**src/rtl/cta_pkg.sv**
```systemverilog
package cta_pkg;

    localparam int REG_COUNT = 6;
    localparam int REG_IDX_W = 3;
    localparam int ATAN_LEN  = 24;
    localparam int ROOT_W    = 24;
    localparam int NUM_W     = 48;
    localparam int CX_W      = 28;
    localparam int ANG_W     = 26;

    localparam logic signed [16:0] ANGLE_RIGHT = 17'sd5760;
    localparam logic signed [16:0] ANGLE_HALF  = 17'sd11520;
    localparam logic signed [16:0] ANGLE_FULL  = 17'sd23040;

    typedef enum logic [REG_IDX_W-1:0] {
        REG_X_GXY = 3'd0,
        REG_X_GZO = 3'd1,
        REG_Y_GXY = 3'd2,
        REG_Y_GZO = 3'd3,
        REG_Z_GXY = 3'd4,
        REG_Z_GZO = 3'd5
    } cfg_reg_e;

    typedef struct packed {
        logic signed [15:0] raw_x;
        logic signed [15:0] raw_y;
        logic signed [15:0] raw_z;
        logic               operation;
    } sample_t;

    typedef struct packed {
        logic signed [15:0] cal_x;
        logic signed [15:0] cal_y;
        logic signed [15:0] cal_z;
        logic signed [15:0] tilt_angle;
    } result_t;

    // calibrated axes plus angle kind, carried beside the angle math
    typedef struct packed {
        logic signed [15:0] cal_x;
        logic signed [15:0] cal_y;
        logic signed [15:0] cal_z;
        logic               roll;
    } side_t;

    // atan(2^-i) in 2^-16 degree
    function automatic logic [22:0] atan_deg16(input int i);
        logic [22:0] v;
        unique case (i)
            0:  v = 23'd2949120;
            1:  v = 23'd1740967;
            2:  v = 23'd919879;
            3:  v = 23'd466945;
            4:  v = 23'd234379;
            5:  v = 23'd117304;
            6:  v = 23'd58666;
            7:  v = 23'd29335;
            8:  v = 23'd14668;
            9:  v = 23'd7334;
            10: v = 23'd3667;
            11: v = 23'd1833;
            12: v = 23'd917;
            13: v = 23'd458;
            14: v = 23'd229;
            15: v = 23'd115;
            16: v = 23'd57;
            17: v = 23'd29;
            18: v = 23'd14;
            19: v = 23'd7;
            20: v = 23'd4;
            21: v = 23'd2;
            22: v = 23'd1;
            default: v = 23'd0;
        endcase
        return v;
    endfunction

endpackage

```
**src/rtl/cta_sqrt.sv**
```systemverilog
module cta_sqrt (
    input  logic                          clk,
    input  logic                          rst_n,
    input  logic                          en,
    input  logic                          in_valid,
    input  cta_pkg::side_t                in_side,
    output logic                          out_valid,
    output cta_pkg::side_t                out_side,
    output logic [cta_pkg::ROOT_W-1:0]    out_root
);
    import cta_pkg::*;

    logic signed [15:0] bot;
    logic [30:0]        bsq_reg, zsq_reg;
    side_t              sq_side_reg;
    logic               sq_valid_reg;

    // one root bit per stage, most significant first
    logic [NUM_W:0]     rem_reg  [ROOT_W+1];
    logic [ROOT_W-1:0]  root_reg [ROOT_W+1];
    side_t              side_reg [ROOT_W+1];
    logic [ROOT_W:0]    valid_reg;

    assign bot = in_side.roll ? in_side.cal_x : in_side.cal_y;

    always_ff @(posedge clk or negedge rst_n)
    begin
        if (!rst_n)
        begin
            sq_valid_reg <= 1'b0;
            valid_reg    <= '0;
        end
        else if (en)
        begin
            sq_valid_reg <= in_valid;
            valid_reg    <= {valid_reg[ROOT_W-1:0], sq_valid_reg};
        end
    end

    always_ff @(posedge clk)
    begin
        if (en)
        begin
            bsq_reg     <= 31'(bot * bot);
            zsq_reg     <= 31'(in_side.cal_z * in_side.cal_z);
            sq_side_reg <= in_side;
            rem_reg[0]  <= {1'b0, 32'(bsq_reg) + 32'(zsq_reg), 16'd0};
            root_reg[0] <= '0;
            side_reg[0] <= sq_side_reg;
        end
    end

    for (genvar j = 0; j < ROOT_W; j++)
    begin : g_root
        localparam int K = ROOT_W - 1 - j;
        logic [NUM_W:0] cand;
        assign cand = ((NUM_W+1)'(root_reg[j]) << (K + 1)) + ((NUM_W+1)'(1) << (2 * K));

        always_ff @(posedge clk)
        begin
            if (en)
            begin
                if (rem_reg[j] >= cand)
                begin
                    rem_reg[j+1]  <= rem_reg[j] - cand;
                    root_reg[j+1] <= root_reg[j] | (ROOT_W'(1) << K);
                end
                else
                begin
                    rem_reg[j+1]  <= rem_reg[j];
                    root_reg[j+1] <= root_reg[j];
                end
                side_reg[j+1] <= side_reg[j];
            end
        end
    end

    assign out_valid = valid_reg[ROOT_W];
    assign out_side  = side_reg[ROOT_W];
    assign out_root  = root_reg[ROOT_W];

endmodule

```
**config.mk**
```make
export PLATFORM = sky130hd
export DESIGN_NAME = cta_sqrt
export DESIGN_NICKNAME = d
export VERILOG_FILES = /design/src/rtl/cta_pkg.sv /design/src/rtl/cta_sqrt.sv
export SDC_FILE = /design/constraint.sdc
export NUM_CORES = 2
export LEC_CHECK = 0
export BUFFER_PORTS_ARGS = -buffer_cell sky130_fd_sc_hd__buf_2
export CAP_MARGIN = 40
export CORE_AREA = 2 2 544 546
export CTS_BUF_LIST = sky130_fd_sc_hd__clkbuf_16
export DETAILED_ROUTE_END_ITERATION = 16
export DIE_AREA = 0 0 546 548
export PLACE_DENSITY = 0.57
export SYNTH_ARGS = -nofsm -noshare
export SYNTH_HDL_FRONTEND = slang
export SYNTH_SLANG_ARGS = --single-unit
export TNS_END_PERCENT = 1
```
**constraint.sdc**
```tcl
create_clock -name clk -period 4.1 [get_ports clk]
set_input_delay 0.205 -clock clk [delete_from_list [all_inputs] [get_ports clk]]
set_output_delay 0.205 -clock clk [all_outputs]
set_load 0.02 [all_outputs]
```
# ---- Word-level counts from Yosys, hierarchy flattened
# Memories as Yosys holds them, arrays and structs flattened.
# Index checks and enable logic that the tools add are counted.
# W data, S select, Z words.
dict set report word_totals {
  mem_bits_rw 3050
  n_memories 3
  wordCells 329
  out_inout_bits 74
  ff_bits 137
}
dict set report classes {
  n_lt_le_gt_ge 24
  multipliers 2
  addsub 49
  bitwise 48
  mux 195
}
# memory depth width rd rd_clocked_by_memory_dff write_ports line_no
set memory_table {}
lappend memory_table {rem_reg 25 49 24 0 25 cta_sqrt.sv:19} ;# logic [NUM_W:0] rem_reg [ROOT_W+1];
lappend memory_table {side_reg 25 49 25 0 25 cta_sqrt.sv:21} ;# side_t side_reg [ROOT_W+1];
lappend memory_table {root_reg 25 24 25 0 25 cta_sqrt.sv:20} ;# logic [ROOT_W-1:0] root_reg [ROOT_W+1];
# operator count
set ops {}
lappend ops {{$mux W49} 24}
lappend ops {{$mux W24} 24}
lappend ops {{$mux W1} 146}
lappend ops {{$mul A16 B16 Y31} 2}
lappend ops {{$add A48 B47 Y49 const B} 1}
lappend ops {{$ge A49 B26 Y1} 1}
lappend ops {{$ge A49 B27 Y1} 1}
lappend ops {{$ge A49 B28 Y1} 1}
lappend ops {{$ge A49 B29 Y1} 1}
lappend ops {{$ge A49 B30 Y1} 1}
lappend ops {{$ge A49 B31 Y1} 1}
lappend ops {{$ge A49 B32 Y1} 1}
lappend ops {{$ge A49 B33 Y1} 1}
lappend ops {{$ge A49 B34 Y1} 1}
lappend ops {{$ge A49 B35 Y1} 1}
lappend ops {{$ge A49 B36 Y1} 1}
lappend ops {{$ge A49 B37 Y1} 1}
lappend ops {{$ge A49 B38 Y1} 1}
lappend ops {{$ge A49 B39 Y1} 1}
lappend ops {{$ge A49 B40 Y1} 1}
lappend ops {{$ge A49 B41 Y1} 1}
lappend ops {{$ge A49 B42 Y1} 1}
lappend ops {{$ge A49 B43 Y1} 1}
lappend ops {{$ge A49 B44 Y1} 1}
lappend ops {{other kinds (55)} 102}

# ---- Depth between registers and ports, before layout
# An unclocked memory read counts as a cell.
dict set report depth {
  word_depth 7
  mapped_depth 28
}

# ---- Least setup slack after synthesis
# Ideal clock, no wire load.
dict set report synth_timing {
  kind {input -> register}
  from {in in_side[0] (netlist name)}
  to {reg bsq_reg[30] (data pin)}
  t_arrival_ns 7.142
  stages 25
  slack_ns -3.302
  cell_sequence {clkbuf_1 > buf_1 > mux2i_1 > clkinv_1 > nand2_1 > fa_1 > inv_1 > fa_1 > fa_1 > fa_1 > fa_1 > inv_1 > fa_1 > inv_1 > ha_1 > clkbuf_1 > nand3_1 > or3_1 > a311o_1 > and3_1 > nor2_1 > o31ai_1 > o21ai_0 > a21oi_1 > xnor2_1}
}
dict set report synth_via {
  elab_chain_cells 2
}
# element line_no
set synth_rtl {}
lappend synth_rtl {{start, declared} cta_sqrt.sv:6} ;# input cta_pkg::side_t in_side,
lappend synth_rtl {{$mux W16} cta_sqrt.sv:24} ;# assign bot = in_side.roll ? in_side.cal_x : in_side.cal_y;
lappend synth_rtl {{$mul A16 B16 Y31} cta_sqrt.sv:44} ;# bsq_reg <= 31'(bot * bot);
lappend synth_rtl {{end signal, assigned} cta_sqrt.sv:44}
lappend synth_rtl {{end, declared} cta_sqrt.sv:14} ;# logic [30:0] bsq_reg, zsq_reg;
# No other way between the ends.
# A chain may end at the register's enable or synchronous reset.

# ---- Final worst setup path
dict set report layout_timing {
  from {in in_side[0] (netlist name)}
  to {reg bsq_reg[28] (data pin)}
}
# The elaborated chain is that of the path after synthesis.

==> flow_summary.json <==
{
  "run_status": "complete, but fails checks",
  "violations": "setup timing",
  "dominantRegCellSynth": "sky130_fd_sc_hd__edfxtp_1",
  "wl_per_cell_um": 16.58,
  "slew_violations": 0,
  "coreArea_um2": 293100,
  "layout_min_cycle_time_ps": 5698,
  "setup_ws_ps": -1598,
  "worst_setup_path_start_kind": "input port",
  "drt-pass1-iter-count": 5,
  "layout_commonest_cell": "sky130_fd_sc_hd__edfxtp_1",
  "end_kind": "flip-flop",
  "power.static_leakage_nw": 53.88,
  "routabilityCongestion": 0.8947,
  "grt_pass1_wl_um": 354900,
  "crit_fanout": 7,
  "fmax_mhz": 175.5,
  "synth_xor_xnor_area_share_pct": 4.290,
  "worst_setup_path_startpoint": "in_side[0]",
  "avgViaCountPerCell": 4.793,
  "syn_avg_cell_area_um2": 14.19,
  "largest_reg_flops": 1225,
  "initialDrtViolationCount": 3723,
  "grt.total_usage_pct": 14.69,
  "dpl-instance-area_um2": 126300,
  "via_count_of_the_first_global_routing_pass": 67530,
  "mostFrequentLayoutCells": "2,473 x sky130_fd_sc_hd__edfxtp_1, 1,112 x sky130_fd_sc_hd__inv_1, 516 x sky130_fd_sc_hd__buf_4, 507 x sky130_fd_sc_hd__nand2_1, 487 x sky130_fd_sc_hd__ha_1",
  "min_period_over_period_pct": 139.0,
  "synth.distinct_cells": 91,
  "die-area_um2": 299200,
  "detail-route-antenna-nets": 0,
  "initial_core_util_pct": 39.92,
  "worst_setup_hold_path_clk_slew_ps": 60,
  "timing.critical_path.arrival_ps": 6330,
  "critical_path.reg2reg.startpoint": "rem_reg[2][251]",
  "routed_wire_length_um": 219000,
  "nets": 10100,
  "peakVddDrop_v": 0.003056,
  "grt_overflow_total": 0,
  "die_w_um": 546,
  "synth_compound_area_share_pct": 5.786,
  "syn-cell-area_um2": 117000,
  "ys_seq_elements": 2499,
  "syn2layout_area_growth_pct": 16.64,
  "dp_hpwl_um": 158300,
  "timing.max_cap.violations": 0,
  "grt_setup_unrepaired": "yes",
  "grt_start_max_net_pins": 206,
  "finalPower_mw": 114.0,
  "total_nets_after_synthesis": 9272,
  "synth-warning-count": 0,
  "clkLatencyLatePin_ps": 880,
  "critical_path_data_required_time_ps": 4730,
  "clock_sink_count": 2499,
  "clk_path_buf_depth": 4,
  "buffer_ports.inserted": 126,
  "synth.mux.area_fraction_pct": 0.8491,
  "antenna_found_initial": 7,
  "routed-via-count": 63340,
  "skew_ps": 46.62,
  "layoutNonFillerInstCount": 13210,
  "clockRootBuffer": "sky130_fd_sc_hd__clkbuf_16",
  "detail_route.drc_violations": 0,
  "i_o_pin_count": 127,
  "synthCells": 8244,
  "setup_viol_count_final": 41,
  "synth-edff-count": 2473,
  "hold_viol_final": 0,
  "synthAdderAreaFrac_pct": 13.46,
  "number_of_buffers_created_by_cts": 279,
  "cts_tree": "done",
  "numPlacedInstances": 12640,
  "final_layout_size_suffix_gt1_share_pct": 14.31,
  "slew-limit-headroom_pct": 27.35,
  "critical_path_class": "in2reg",
  "die-height_um": 548,
  "post-route-cell-area_um2": 136500,
  "worst_pin_slew_ps": 1090,
  "main_combinational_cell_family_by_area_after_synthesis": "adder cells",
  "cts-htree-levels": 5,
  "async_reset_ff_share_pct": 1.040,
  "yosysSeqAreaShare_pct": 64.03,
  "power.density_cell_area_nw_per_um2": 835.2,
  "synth_simple_gate_area_share_pct": 7.334,
  "pre_cts_slack_ps": -2765,
  "holdCritPathClass": "in2reg",
  "hold_start": "in_side[27]",
  "fin_util_pct": 46.56,
  "std_cell_rows": 199
}
cells in the mapped netlist (all sizes together), types with 49 or more instances:
cell / instances / area (µm²)
a21o: 135 / 1013
buf: 70 / 469.2
xnor2: 285 / 2496
o21a: 72 / 540.5
nand3: 76 / 380.4
nor2b: 49 / 306.5
nand2: 516 / 1937
fa: 472 / 9449
edfxtp: 2473 / 74260
inv: 1078 / 4046
mux2: 74 / 833.3
xor2: 288 / 2522
nand4: 52 / 325.3
or3: 54 / 337.8
and2: 66 / 412.9
nor2: 409 / 1535
o21ai: 348 / 1742
nor4: 122 / 769.5
ha: 503 / 6294
a21oi: 275 / 1376
clkbuf: 116 / 436.7
nor3: 158 / 802.0
nand2b: 81 / 506.7
metal layers:
| layer | global-route usage, % | routed length [µm] | up-vias |
|---|---|---|---|
| met5 | 0 | 13 | - |
| met4 | 5.850 | 8579 | 2 |
| met3 | 2.281 | 7626 | 449 |
| met2 | 26.45 | 112400 | 959 |
| met1 | 17.55 | 90470 | 31010 |
| li1 | - | - | 30920 |
cell type report:
type,count,area (µm²)
inverters,1085,4094
repair buffers,737,5854
clock buffers,283,7082
fillers,25720,156600
flip-flops and latches,2499,74910
well taps,3919,4903
diodes,6,15.01
clock inverters,210,1667
multi-input cells,4474,37930
worst max-delay path: stages:
cell	delay [ps]
sky130_fd_sc_hd__buf_12	90
sky130_fd_sc_hd__buf_12	140
sky130_fd_sc_hd__buf_12	120
sky130_fd_sc_hd__mux2i_4	270
sky130_fd_sc_hd__inv_2	100
sky130_fd_sc_hd__buf_4	150
sky130_fd_sc_hd__nand2_1	100
sky130_fd_sc_hd__inv_1	60
sky130_fd_sc_hd__fa_1	480
sky130_fd_sc_hd__inv_1	50
sky130_fd_sc_hd__fa_1	470
sky130_fd_sc_hd__fa_1	520
sky130_fd_sc_hd__inv_1	60
sky130_fd_sc_hd__fa_1	530
sky130_fd_sc_hd__fa_1	570
sky130_fd_sc_hd__fa_1	480
sky130_fd_sc_hd__ha_4	310
sky130_fd_sc_hd__buf_4	130
sky130_fd_sc_hd__nand3_2	90
sky130_fd_sc_hd__or3_1	350
sky130_fd_sc_hd__a311o_1	280
sky130_fd_sc_hd__and3_4	180
sky130_fd_sc_hd__nor2_4	120
sky130_fd_sc_hd__o31ai_4	80
sky130_fd_sc_hd__o21bai_1	180
sky130_fd_sc_hd__a21oi_2	80
sky130_fd_sc_hd__xnor2_1	120
where the power goes:
group | leakage [nW] | internal (mW) | switching, mW
combinational | 25.3 | 26.6 | 28.3
sequential | 24.1 | 33.6 | 1.84
clock | 4.51 | 13.7 | 9.94
stage by stage:
stage,hold slack (ps),setup TNS (ps)
2_1_floorplan,-90.59,-68100
3_3_place_gp,227.4,-94600
3_5_place_dp,244.3,-95530
4_1_cts,14.81,-38490
5_1_grt,42.59,-47740
6_report,109.7,-40140
final timing paths:
kind,depth (start not counted),slack (ps),endpoint
min reg2reg,0,390,side_reg[0][33]
min,2,110,sq_side_reg[27]
max,27,-1600,bsq_reg[28]
max reg2reg,12,200,rem_reg[2][334]
max in group asynchronous,4,3550,valid_reg[11]
min in group asynchronous,4,370,sq_valid_reg
repair_timing:
action                                 4_1_cts  5_1_grt
hold buffers                                60        0
cloned                                       1        0
gates resized for setup                    113       60
setup buffers                               12        3
setup endpoints to repair                   46       62
pin swaps                                   44       22
endpoints found under the hold margin      138        0
kinds of logic (layout without fill, tap and decap cells):
logic type / after synthesis / count (layout)
simple gates: 1748 / 1748
buf+inv: 1271 / 2315
flops: 2499 / 2499
compound gates: 1088 / 1088
xor+xnor: 573 / 573
mux: 90 / 90
fa+ha+maj: 975 / 975
other cells: 0 / 6
No activity file was read; power rests on OpenSTA's default activity.
